`src/hdl/pcdf_pkg.sv`:
```
// Shared types and constants for the pid capability dedup filter.
package pcdf_pkg;

   localparam int BUCKETS     = 2048;
   localparam int SLOT_W      = $clog2(BUCKETS);
   localparam int PID_W       = 32;
   localparam int TIME_W      = 32;
   localparam int CAPNUM_W    = 8;
   localparam int CAPS_W      = 64;
   localparam int CAP_W       = $clog2(CAPS_W);
   localparam logic [CAPNUM_W-1:0] CAP_LIMIT = CAPNUM_W'(CAPS_W);
   localparam logic [TIME_W-1:0]   WINDOW_RESET = TIME_W'(60);

   localparam int REQ_DATA_W  = 72;
   localparam int RSP_DATA_W  = 8;

   // queue depth must be a power of two
   localparam int QUEUE_DEPTH = 2;
   localparam int QUEUE_PTR_W = $clog2(QUEUE_DEPTH);

   typedef struct packed {
      logic [CAPS_W-1:0] caps;
      logic [TIME_W-1:0] start;
      logic [PID_W-1:0]  owner;
   } bucket_type;

   localparam int BUCKET_W = $bits(bucket_type);

   typedef struct packed {
      logic [PID_W-1:0]  pid;
      logic [CAP_W-1:0]  cap;
      logic [TIME_W-1:0] now;
      logic              bypass;
   } item_type;

   typedef struct packed {
      logic     valid;
      item_type item;
   } queue_head_type;

   typedef struct packed {
      logic pop;
      logic clearing;
   } back_ctl_type;

   typedef enum logic [2:0] {
      ST_CLEAR = 3'b001,
      ST_IDLE  = 3'b010,
      ST_EXEC  = 3'b100
   } back_state_type;

endpackage

```
`src/hdl/pcdf_front.sv`:
```
// Front part: accepts request words, classifies them and queues them for the back part.
module pcdf_front
   import pcdf_pkg::*;
(
   input  logic                  clock,
   input  logic                  reset,
   input  logic                  req_tvalid,
   output logic                  req_tready,
   input  logic [REQ_DATA_W-1:0] req_tdata,
   input  back_ctl_type          back_ctl,
   output queue_head_type        head
);

   item_type               queue_ff [QUEUE_DEPTH];
   logic [QUEUE_PTR_W-1:0] wr_ptr_ff, wr_ptr_in;
   logic [QUEUE_PTR_W-1:0] rd_ptr_ff, rd_ptr_in;
   logic [QUEUE_PTR_W:0]   count_ff, count_in;
   logic                   push;
   item_type               item_new;

   // classify: capabilities beyond the bitmap skip the table
   always_comb begin
      item_new.pid    = req_tdata[31:0];
      item_new.cap    = req_tdata[32 +: CAP_W];
      item_new.now    = req_tdata[71:40];
      item_new.bypass = req_tdata[39:32] >= CAP_LIMIT;
   end

   assign req_tready = !back_ctl.clearing &&
                       (count_ff != (QUEUE_PTR_W+1)'(QUEUE_DEPTH));
   assign push = req_tvalid && req_tready;

   always_comb begin
      wr_ptr_in = push        ? wr_ptr_ff + 1'b1 : wr_ptr_ff;
      rd_ptr_in = back_ctl.pop ? rd_ptr_ff + 1'b1 : rd_ptr_ff;
      count_in  = count_ff;
      if (push && !back_ctl.pop) begin
         count_in = count_ff + 1'b1;
      end else if (!push && back_ctl.pop) begin
         count_in = count_ff - 1'b1;
      end
   end

   always_ff @(posedge clock) begin
      if (reset) begin
         wr_ptr_ff <= '0;
         rd_ptr_ff <= '0;
         count_ff  <= '0;
      end else begin
         wr_ptr_ff <= wr_ptr_in;
         rd_ptr_ff <= rd_ptr_in;
         count_ff  <= count_in;
      end
   end

   always_ff @(posedge clock) begin
      if (push) begin
         queue_ff[wr_ptr_ff] <= item_new;
      end
   end

   assign head.valid = count_ff != '0;
   assign head.item  = queue_ff[rd_ptr_ff];

endmodule

```
`config.mk`:
```
export PLATFORM = sky130hd
export DESIGN_NAME = pcdf_front
export DESIGN_NICKNAME = d
export VERILOG_FILES = /design/src/hdl/pcdf_pkg.sv /design/src/hdl/pcdf_front.sv
export SDC_FILE = /design/constraint.sdc
export NUM_CORES = 1
export LEC_CHECK = 0
export BUFFER_PORTS_ARGS = -buffer_cell sky130_fd_sc_hd__buf_2
export CAP_MARGIN = 20
export CORE_UTILIZATION = 50
export DETAILED_ROUTE_END_ITERATION = 7
export GPL_TIMING_DRIVEN = 0
export HOLD_SLACK_MARGIN = 0.1
export PLACE_DENSITY = 0.78
export SLEW_MARGIN = 10
export SYNTH_ARGS = -nofsm -noshare
export SYNTH_HDL_FRONTEND = slang
export SYNTH_SLANG_ARGS = --single-unit
```
`constraint.sdc`:
```
create_clock -name clock -period 6 [get_ports clock]
set_clock_uncertainty 0.05 [all_clocks]
set_input_delay 1.2 -clock clock [delete_from_list [all_inputs] [get_ports clock]]
set_output_delay 1.2 -clock clock [all_outputs]
set_load 0.005 [all_outputs]
```
# Word-level counts from Yosys, hierarchy flattened
# Memory sizes are Yosys's and may differ from the RTL's. A register that Yosys moved wholly into a read port is not among the register bits.
# Index checks and enable logic that the tools add are counted.
word_totals:
  ff_bits: 4
  ramBits: 142
  output_inout_bits: 73
  mem_count: 1
op_classes:
  add_sub_neg: 4
  order_cmp: 1
  eq_ne: 1
  muxes: 6
  n_reduce_logical: 9
mem_list:
  columns: ["name", "depth", "word_bits", "read_ports", "rd_ports_with_merged_regs", "wr", "line_no", "text"]
  rows:
  - ["queue_ff", 2, 71, 1, 1, 1, "pcdf_front.sv:14", "item_type queue_ff [QUEUE_DEPTH];"]
op_table:
  columns: ["operator", "n"]
  rows:
  - ["greater-or-equal comparator 8 x 7 -> 1 bit (second input constant)", 1]
  - ["logical AND 1 bit", 4]
  - ["two-way mux 1 bit", 4]
  - ["two-way mux 2 bit", 2]
  - ["nonzero test 2 bit", 2]
  - ["logical NOT 1 bit", 3]
  - ["adder 1 bit (second input constant)", 2]
  - ["adder 2 x 1 -> 2 bit (second input constant)", 1]
  - ["inequality test 2 bit (second input constant)", 1]
  - ["subtractor 2 x 1 -> 2 bit (second input constant)", 1]

# Longest topological paths before layout
# Gate-level depths: netlist of run 1.
depth:
  ltp_word: 7
  ltp_mapped: 6

# Least setup slack after synthesis of run 1
# OpenSTA, ideal clock, no wires.
synth_timing:
  path_type: "input -> register"
  start: "input port back_ctl[0] (netlist bit)"
  end: "memory queue_ff[0][0] (netlist bit) (enable)"
  setup_time_ns: 0.509
  arrival_time_ns: 4.608
  t_required_ns: 5.441
  path_slack_ns: 0.833
  cell_stages: 2
  n_path_buf: 0
  path_cell_list: "nor3b_4 > nor2b_1"
synth_via:
  elab_chain_cells: 5
synth_rtl:
  columns: ["element", "line_no", "text"]
  rows:
  - ["start, declared", "pcdf_front.sv:10", "input back_ctl_type back_ctl,"]
  - ["logical NOT 1 bit", "pcdf_front.sv:29", "assign req_tready = !back_ctl.clearing &&"]
  - ["logical AND 1 bit", "pcdf_front.sv:29", null]
  - ["logical AND 1 bit", "pcdf_front.sv:31", "assign push = req_tvalid && req_tready;"]
  - ["two-way mux 1 bit", "pcdf_front.sv:57", "if (push) begin"]
  - ["two-way mux 1 bit (not written as such)", "pcdf_front.sv:58", "queue_ff[wr_ptr_ff] <= item_new;"]
  - ["end, declared", "pcdf_front.sv:14", null]
# No other way between the ends.

==> metrics.md, run 1 <==
| Metric | Value |
|---|---|
| DR vias/cell | `4.896` |
| Root Driver | `clkbuf_8` |
| Initial Util | `52.03%` |
| Setup CP Type | `flip-flop to output port` |
| Data required time at the worst endpoint | `4.75 ns` |
| Relative slew slack | `66.37%` |
| Number of buffers and inverters on the critical path | `3` |
| CTS resizes | `0` |
| Core area | `10370 um^2` |
| Register bit total from synthesis | `147` |
| WP data arrival | `1.77 ns` |
| Routed WL per cell | `15.54 um` |
| Final setup vio count | `0` |
| Min Clock Period, post-route | `3.019 ns` |
| Max VDD drop | `0.2013 mV` |
| Slowest cell on crit path | `mux2_2` |
| Worst Path Max Fanout | `10` |
| Setup Buffers After CTS | `0` |
| Family with the most delay on the worst path | `buffers and inverters` |
| Setup slack after layout | `2.981 ns` |
| CTS tree | `built` |
| DRT iter0 DRCs | `95` |
| Mapped Nets | `325` |
| Total track usage | `16.60%` |
| Total power divided by cell area | `338.2 nW/um^2` |
| Largest net degree at the start of global routing | `38` |
| Top-area cell type share of the netlist area | `79.04%` |
| Startpoint Class | `flip-flop` |
| Worst reg2reg startpoint | `count_ff[0]$_SDFFE_PP0P_` |
| Mean post-synth cell area | `21.84 um^2` |
| H-tree depth | `4` |
| Proportion of layout cells with a drive suffix above 1 | `60.19%` |
| Fmax achieved | `0.3313 GHz` |
| Vias in the first global route | `2876` |
| Num rows | `37` |
| First-pass GRT wire length | `13.60 mm` |
| Area contributors post-synth | `edfxtp_1, mux2_2, dfxtp_1` |
| Max clock buf depth | `2` |
| Status | `finished clean` |
| Hold Buf Count CTS | `0` |
| # Max-Cap Violations | `0` |
| Antenna cells | `0` |
| TNS Setup | `0 ns` |
| Power after layout | `2351 uW` |
| CTS buffer count | `17` |
| Initial antenna violation count | `0` |
| Dpl ws | `3.138 ns` |
| Final WL | `8.829 mm` |
| Worst-margin pin slew | `0.5045 ns` |
| Lkg Pwr | `0.002601 uW` |
| Period utilization | `50.31%` |
| Slew Viols, Final | `0` |
| CTS sink cnt | `147` |
| Pre-antenna DRT Iters | `5` |
| IO buf count | `149` |
| Layout area overhead | `28.80%` |
| Grt total ovfl | `0` |
| Clock transition at path regs | `0.06 ns` |
| Die W | `105.9 um` |
| Sequential-to-total area share from yosys stat | `80.89%` |
| RSZ-0062 raised after global routing | `false` |
| Hold crit path type | `flip-flop to flip-flop` |
| Antenna viol nets, final | `0` |
| GP Congestion | `0.6888` |
| Netlist cell types | `19` |
| Final hold violations | `0` |
| Leading area contributor after synthesis | `edfxtp_1` |
| Cell Chain, Critical Path | `buf_2 -> buf_6 -> mux2_2 -> buf_2` |
| Post-Synthesis Cells | `247` |
| Nets | `497` |
| CP max stage delay | `0.34 ns` |
| Worst setup EP type | `output port` |
| Hold Path Origin | `rd_ptr_ff$_SDFFE_PP0P_` |
| Synth Cell Area | `5395 um^2` |
| Clock Latency Late Sink | `0.51 ns` |
| I/O pin count | `150` |
| Synth warn | `0` |
| Number of remaining DRC errors | `0` |
| Post-DP HPWL | `5.872 mm` |
| Routed via count | `2781` |
| Most frequent CP cell | `buf_2` |
| Chip Height | `105.9 um` |
| Die area | `11210 um^2` |
cells in the mapped netlist, drive strengths merged:
cell type	n
nor2b	3
nor2	5
xor2	2
buf	8
a21oi	1
o21ai	1
mux2	72
edfxtp	142
nor3b	1
ha	1
or2	2
xnor2	1
or3	1
and2	1
inv	1
dfxtp	5
worst register-to-register path: stages (launching register included):
cell and delay [ns]:
dfxtp_1 0.41, nor2b_2 0.09, nor3b_4 0.26, nor2b_4 0.49
buf_16 0.22, buf_16 0.17
stage by stage:
stage / cells / util (%) / area [um^2] / hold slack [ns]
after floorplan: 247 / - / 5395 / 0.4056
after global placement: 532 / 60.86 / 6311 / 0.4201
after detailed placement: 536 / 61.87 / 6416 / 0.4576
after CTS: 568 / 67.01 / 6949 / 0.4729
after global routing: 568 / 67.01 / 6949 / 0.5095
final: 568 / 67.01 / 6949 / 0.4649
cells in the final DEF, fill, tap and decap left out:
master and n:
mux2_1 8, nor2b_2 1, or2_2 2, inv_1 1
ha_1 1, xor2_1 2, o21ai_0 1, mux2_2 64
a21oi_1 1, bufinv_16 1, clkinv_1 2, buf_12 2
edfxtp_1 142, dfxtp_1 5, nor2b_4 1, nor2b_1 1
nor3b_4 1, xnor2_1 1, clkinv_2 3, clkbuf_16 16
clkinvlp_4 6, clkinv_4 1, buf_16 2, buf_6 7
clkbuf_1 1, nor2_1 5, inv_6 1, clkbuf_8 1
and2_4 1, buf_2 150, or3_1 1
routing by layer:
metal	vias to the layer above	GRT usage (%)	wire length [um]	share of wire [%]
met2	100	27.78	4542	51
met3	12	5.690	573	6.5
li1	1314	-	-	-
met4	0	8.036	124	1.4
met1	1355	19.09	3588	41
met5	-	0	0	0
sequential cells by signal, indices dropped and copies added (netlist names), named ones only:
signal and cells:
rd_ptr_ff 1, queue_ff 142, count_ff 2, wr_ptr_ff 1
power by group:
part	switching [uW]	total, uW	internal, uW	leakage (uW)
Sequential	12.5	1190	1180	0.00134
Clock	384	928	544	0.000244
Combinational	104	228	124	0.00102
Total	500	2350	1850	0.00260
worst paths after layout:
path / end / slack (ns) / cells past startpoint
max: head[61] / 2.98 / 4
min: flip-flop / 0.46 / 2
max reg2reg: queue_ff[0][27]$_DFFE_PP_ / 4.01 / 5
min reg2reg: flip-flop / 0.46 / 2
layout make-up:
class,count,area [um^2]
tap,136,170.2
clock inverter,14,115.1
buffer,8,83.83
inverter,1,3.754
multi-input combinational,91,953.4
clock buffer,18,417.9
timing repair buffer,153,840.8
sequential,147,4364
fill,770,3421
cell families after synthesis:
| logic type | count (synthesis) | share of synthesized area, % |
|---|---|---|
| DFF | 147 | 80.89 |
| muxes | 72 | 15.03 |
| and+or+nand+nor | 13 | 1.554 |
| buffers and inverters | 9 | 1.623 |
| xor gates and xnor gates | 3 | 0.4871 |
| AOI/OAI and AO/OA | 2 | 0.1854 |
| adders and majority gates | 1 | 0.2319 |
Note: power is estimated with default switching activity, not from simulation.
==> run 2: changes to the inputs <==
==> constraint.sdc (replaced) <==
create_clock -name clock -period 2.8 [get_ports clock]
set_clock_uncertainty 0.05 [all_clocks]
set_input_delay 0.56 -clock clock [delete_from_list [all_inputs] [get_ports clock]]
set_output_delay 0.56 -clock clock [all_outputs]
set_load 0.005 [all_outputs]
==> run 2 against run 1 <==
- register-to-register slack got worse by 3.3 ns
- sequential share of layout area increased by 0.32 points
- die area unchanged
- count of clock-buffer cells in the layout unchanged
- combinational power increased by 110%
- sequential cell count unchanged
- utilization decreased by 0.34 points
- wire length increased by 3.2%
- critical path depth unchanged
- largest power group unchanged
- highest routed layer unchanged
==> metrics.md, run 2 (same netlist as run 1, synthesis figures left out) <==
| Metric | Value |
|---|---|
| Most frequent cells in the layout | `buf_2, edfxtp_1, mux2_2, clkbuf_16, mux2_1` |
| Chip Height | `105.9 um (unchanged)` |
| Status | `finished clean` |
| Clock transition at path regs | `0.06 ns (about the same)` |
| Worst Hold End | `queue_ff[1][41]$_DFFE_PP_` |
| Post-DP HPWL | `6.039 mm (+2.8%)` |
| CTS resizes | `0 (unchanged)` |
| Setup CP Type | `flip-flop to output port` |
| Die area | `11210 um^2 (unchanged)` |
| Num rows | `37 (unchanged)` |
| Relative slew slack | `51.45% (-15 points)` |
| DR vias/cell | `4.944 (+0.97%)` |
| Clock Latency Late Sink | `0.51 ns (about the same)` |
| Worst reg2reg startpoint | `count_ff[1]$_SDFFE_PP0P_` |
| Root Driver | `clkbuf_8` |
| Fmax achieved | `0.4124 GHz` |
| Final WL | `9.114 mm (+3.2%)` |
| Setup slack after layout | `0.3753 ns (-2.606 ns)` |
| RSZ-0062 raised after global routing | `false` |
| Hold Path Origin | `req_tdata[2]` |
| Number of remaining DRC errors | `0 (unchanged)` |
| Min Clock Period, post-route | `2.425 ns` |
| Dpl cell area | `6381 um^2 (-0.55%)` |
| Max reg flops | `142 (unchanged)` |
| Routed via count | `2803 (+0.79%)` |
| Vias in the first global route | `2903 (+0.94%)` |
| CTS sink cnt | `147 (unchanged)` |
| Max clock buf depth | `2 (unchanged)` |
| CTS buffer count | `17 (unchanged)` |
| Reg2reg path depth | `4 (-1)` |
| IO buf count | `149 (unchanged)` |
| First-pass GRT wire length | `14.00 mm (+2.9%)` |
| Die W | `105.9 um (unchanged)` |
| Hold crit path type | `input pin to flip-flop` |
| Cell area after layout | `6914 um^2 (-0.50%)` |
| DRT iter0 DRCs | `81 (-15%)` |
| Startpoint Class | `flip-flop` |
| Hold WS | `0.1839 ns (-0.2810 ns)` |
| Layout fillers | `772 (+0.26%)` |
| H-tree depth | `4 (unchanged)` |
| CTS tree | `built` |
| Total power divided by cell area | `730.1 nW/um^2 (+120%)` |
| Slew Viols, Final | `0 (unchanged)` |
| Core area | `10370 um^2 (unchanged)` |
| Final hold violations | `0 (unchanged)` |
| Grt total ovfl | `0 (unchanged)` |
| Setup Buffers After CTS | `0 (unchanged)` |
| Lkg Pwr | `0.002598 uW (-0.13%)` |
| Worst-margin pin slew | `0.7266 ns (+0.2222 ns)` |
| I/O pin count | `150 (unchanged)` |
| Max VDD drop | `0.5015 mV (+150%)` |
| Largest register by flop count | `queue_ff` |
| GP Congestion | `0.6861 (-0.39%)` |
| Commonest non-fill, non-tap cell in the layout | `buf_2` |
| Hold Buf Count CTS | `0 (unchanged)` |
| Largest registers | `queue_ff x142, count_ff x2` |
| Routed WL per cell | `16.07 um (+3.4%)` |
| Dpl ws | `0.5090 ns (-2.629 ns)` |
| R2R setup slack | `0.75 ns (-3.26 ns)` |
| Worst Path Max Fanout | `10 (unchanged)` |
| Pre-antenna DRT Iters | `4 (-1)` |
| Period utilization | `86.59%` |
| Nets | `496 (-0.20%)` |
| Antenna cells | `0 (unchanged)` |
| WP data arrival | `1.81 ns (+0.04 ns)` |
| Reg2reg end | `queue_ff[0][69]$_DFFE_PP_` |
| Antenna viol nets, final | `0 (unchanged)` |
| Hold path depth | `1 (-1)` |
| Data required time at the worst endpoint | `2.19 ns (-2.56 ns)` |
| Layout area overhead | `28.15%` |
| Worst setup EP type | `output port` |
| Proportion of layout cells with a drive suffix above 1 | `60.09% (-0.092 points)` |
| Total track usage | `17.17% (+0.57 points)` |
| Final setup vio count | `0 (unchanged)` |
| Largest net degree at the start of global routing | `40 (+5.3%)` |
| # Max-Cap Violations | `0 (unchanged)` |
| TNS Setup | `0 ns (unchanged)` |
| Initial Util | `52.03% (unchanged)` |
| Initial antenna violation count | `0 (unchanged)` |
[run 2: layout make-up]
class / count / area [um^2] / share of cell area, %
inverter: 1 / 3.754 / 0.05429
sequential: 147 / 4364 / 63.12
clock buffer: 18 / 417.9 / 6.044
tap: 136 / 170.2 / 2.461
clock inverter: 14 / 115.1 / 1.665
multi-input combinational: 91 / 953.4 / 13.79
timing repair buffer: 152 / 805.8 / 11.65
buffer: 8 / 83.83 / 1.212
[run 2: worst max path at each step]
| stage | from | end | slack (ns) | cells after the start |
|---|---|---|---|---|
| final | flip-flop | head[32] | 0.38 | 4 |
| after global routing | flip-flop | head[32] | 0.26 | 4 |
| after CTS | flip-flop | head[32] | 0.32 | 4 |
| after detailed placement | back_ctl[0] | queue_ff[0][56]$_DFFE_PP_ | 0.51 | 4 |
| after global placement | back_ctl[0] | queue_ff[0][54]$_DFFE_PP_ | -0.30 | 3 |
| after floorplan | back_ctl[0] | queue_ff[0][0]$_DFFE_PP_ | 0.40 | 2 |
[run 2: where the power goes]
part,total (uW),switching (uW),internal [uW]
sequential,2560,27.6,2530
combinational,479,222,258
clock,2010,840,1170
[run 2: metrics by stage]
step | utilization [%] | cells | total power (uW)
finish | 66.67 | 567 | 5048
global route | 66.67 | 567 | 5242
detailed placement | 61.53 | 535 | 3094
CTS | 66.67 | 567 | 5104
floorplan | - | 247 | 2860
global placement | 60.94 | 532 | 3065
[run 2: per-layer routing]
layer | up-vias | track usage (%) | part of all wire (%)
li1 | 1328 | - | -
met1 | 1364 | 19.41 | 39
met2 | 99 | 28.76 | 53
met3 | 12 | 6.246 | 6.6
met4 | 0 | 8.433 | 1.4
met5 | - | 0 | 0
[run 2: worst max-delay path: stages (launching register included)]
cell and delay (ns):
dfxtp_1 0.30, buf_2 0.30, buf_6 0.22, mux2_2 0.35
buf_2 0.14
==> run 3: changes to the inputs <==
--- a/config.mk
+++ b/config.mk
@@ -7,11 +7,13 @@
 export LEC_CHECK = 0
 export BUFFER_PORTS_ARGS = -buffer_cell sky130_fd_sc_hd__buf_2
 export CAP_MARGIN = 20
-export CORE_UTILIZATION = 50
+export CELL_PAD_IN_SITES_DETAIL_PLACEMENT = 1
+export CELL_PAD_IN_SITES_GLOBAL_PLACEMENT = 1
+export CORE_UTILIZATION = 44
 export DETAILED_ROUTE_END_ITERATION = 7
 export GPL_TIMING_DRIVEN = 0
 export HOLD_SLACK_MARGIN = 0.1
-export PLACE_DENSITY = 0.78
+export PLACE_DENSITY = 0.81
 export SLEW_MARGIN = 10
 export SYNTH_ARGS = -nofsm -noshare
 export SYNTH_HDL_FRONTEND = slang
==> run 3 against run 2 <==
- register-to-register slack about the same
- maximum frequency up 5.0%
- final area up 1.9%
- global-route usage down 1.4 points
- sequential power about the same
- utilization down 7.8 points
- final cell count up 2.3%
- critical path type unchanged
- sequential share of layout area down 1.2 points
- setup slack better by 0.12 ns
==> metrics.md, run 3 (same netlist as run 1, synthesis figures left out) <==
| Metric | Value |
|---|---|
| DRT iter0 DRCs | `129 (+59%)` |
| Pre-antenna DRT Iters | `4 (unchanged)` |
| Hold Buf Count CTS | `0 (unchanged)` |
| Data required time at the worst endpoint | `2.19 ns (about the same)` |
| Total track usage | `15.77% (-1.4 points)` |
| Die area | `12710 um^2 (+13%)` |
| Number of buffers and inverters on the critical path | `3 (unchanged)` |
| Reg2reg end | `queue_ff[0][41]$_DFFE_PP_` |
| Routed via count | `2803 (unchanged)` |
| Nets | `497 (+0.20%)` |
| Hold Path Origin | `req_tdata[47]` |
| CP max stage delay | `0.35 ns (about the same)` |
| Vias in the first global route | `2948 (+1.6%)` |
| CTS sink cnt | `147 (unchanged)` |
| Clock Latency Late Sink | `0.41 ns (-0.10 ns)` |
| Largest register by flop count | `queue_ff` |
| Max clock buf depth | `2 (unchanged)` |
| Startpoint Class | `flip-flop` |
| Reg2reg path depth | `5 (+1)` |
| Power after layout | `5386 uW (+6.7%)` |
| H-tree depth | `4 (unchanged)` |
| Num rows | `40 (+8.1%)` |
| Cells after DPL | `547 (+2.2%)` |
| Largest registers | `queue_ff x142, count_ff x2` |
| TNS Setup | `0 ns (unchanged)` |
| Max VDD drop | `0.4293 mV (-14%)` |
| Slowest cell on crit path | `mux2_2` |
| Relative slew slack | `68.20% (+17 points)` |
| Worst reg2reg startpoint | `count_ff[0]$_SDFFE_PP0P_` |
| I/O pin count | `150 (unchanged)` |
| Hold crit path type | `input pin to flip-flop` |
| Most frequent CP cell | `buf_2` |
| IO buf count | `149 (unchanged)` |
| Cell Chain, Critical Path | `buf_2 -> buf_6 -> mux2_2 -> buf_2` |
| Worst setup EP type | `output port` |
| Root Driver | `clkbuf_16` |
| Dpl ws | `0.4961 ns (-0.01287 ns)` |
| Final WL | `9.802 mm (+7.5%)` |
| Setup CP Type | `flip-flop to output port` |
| Dpl cell area | `6430 um^2 (+0.76%)` |
| WP data arrival | `1.70 ns (-0.11 ns)` |
| Initial Util | `45.10% (-6.9 points)` |
| Die W | `112.7 um (+6.5%)` |
| Lkg Pwr | `0.002647 uW (+1.9%)` |
| Final hold violations | `0 (unchanged)` |
| Total power divided by cell area | `764.2 nW/um^2 (+4.7%)` |
| Layout area overhead | `30.64%` |
| GP Congestion | `0.6650 (-3.1%)` |
| Fmax achieved | `0.4333 GHz (+5.0%)` |
| Slew Viols, Final | `0 (unchanged)` |
| Period utilization | `82.43% (-4.2 points)` |
| CTS tree | `built` |
| Grt total ovfl | `0 (unchanged)` |
| Max reg flops | `142 (unchanged)` |
| Post-DP HPWL | `6.593 mm (+9.2%)` |
| Status | `finished clean` |
| First-pass GRT wire length | `14.59 mm (+4.2%)` |
| Setup slack after layout | `0.4919 ns (+0.1165 ns)` |
| Final std cells w/o fill | `580 (+2.3%)` |
| Family with the most delay on the worst path | `buffers and inverters` |
| R2R setup slack | `0.75 ns (about the same)` |
| Clock transition at path regs | `0.06 ns (about the same)` |
| # Max-Cap Violations | `0 (unchanged)` |
| Cell area after layout | `7048 um^2 (+1.9%)` |
| Routed WL per cell | `16.90 um (+5.1%)` |
| Initial antenna violation count | `1 (+1)` |
| CTS buffer count | `17 (unchanged)` |
| RSZ-0062 raised after global routing | `false` |
| Core area | `11960 um^2 (+15%)` |
| Setup Buffers After CTS | `0 (unchanged)` |
| Most frequent cells in the layout | `buf_2, edfxtp_1, mux2_2, clkbuf_16, mux2_1` |
| DR vias/cell | `4.833 (-2.2%)` |
| Proportion of layout cells with a drive suffix above 1 | `60.42% (+0.32 points)` |
| Antenna viol nets, final | `0 (unchanged)` |
| Min Clock Period, post-route | `2.308 ns (-0.1165 ns)` |
| Chip Height | `112.7 um (+6.5%)` |
| Commonest non-fill, non-tap cell in the layout | `buf_2` |
| Worst Path Max Fanout | `10 (unchanged)` |
| CTS resizes | `0 (unchanged)` |
| Largest net degree at the start of global routing | `41 (+2.5%)` |
| Worst Hold End | `queue_ff[1][8]$_DFFE_PP_` |
| Final setup vio count | `0 (unchanged)` |
| Hold path depth | `1 (unchanged)` |
| Number of remaining DRC errors | `0 (unchanged)` |
| Worst-margin pin slew | `0.4770 ns (-0.2496 ns)` |
run 3: routing by layer:
layer / track usage, % / up-vias / share of wire [%]
met5: 0 / - / 0
met4: 7.467 / 0 / 1.6
met3: 4.767 / 12 / 5.4
met2: 28.31 / 89 / 53
met1: 17.04 / 1381 / 40
li1: - / 1321 / -
run 3: cell type report:
type	count	area (um^2)
fill	1115	4913
multi-input combinational	91	953.4
timing repair buffer	153	840.8
tap	147	183.9
clock inverter	14	186.4
clock buffer	18	429.2
inverter	1	3.754
buffer	8	83.83
antenna	1	2.502
sequential	147	4364
run 3: worst max-delay path by stage:
stage | start | to | slack [ns] | cells past startpoint
final | flip-flop | head[2] | 0.49 | 4
after global routing | flip-flop | head[2] | 0.40 | 4
after CTS | flip-flop | head[2] | 0.45 | 4
after detailed placement | back_ctl[0] | queue_ff[0][42]$_DFFE_PP_ | 0.50 | 5
after global placement | back_ctl[0] | queue_ff[0][59]$_DFFE_PP_ | -0.35 | 3
after floorplan | back_ctl[0] | queue_ff[0][0]$_DFFE_PP_ | 0.40 | 2
run 3: worst reg2reg max path, delay by kind of cell, from the launching register on:
| family | cells | cell delay [ns] |
|---|---|---|
| DFF | 1 | 0.41 |
| buffers and inverters | 2 | 0.44 |
| and+or+nand+nor | 3 | 0.84 |
run 3: stage by stage:
| step | util, % | hold slack, ns |
|---|---|---|
| floorplan | - | 0.4056 |
| global placement | 52.95 | 0.4210 |
| detailed placement | 53.76 | 0.4630 |
| CTS | 58.90 | 0.2672 |
| global route | 58.90 | 0.2730 |
| finish | 58.92 | 0.2862 |
run 3: power breakdown:
group	switching, uW	leakage (uW)	internal, uW
clock network	844	0.000290	1480
registers	28.2	0.00134	2530
logic	229	0.00102	267
total	1100	0.00265	4280
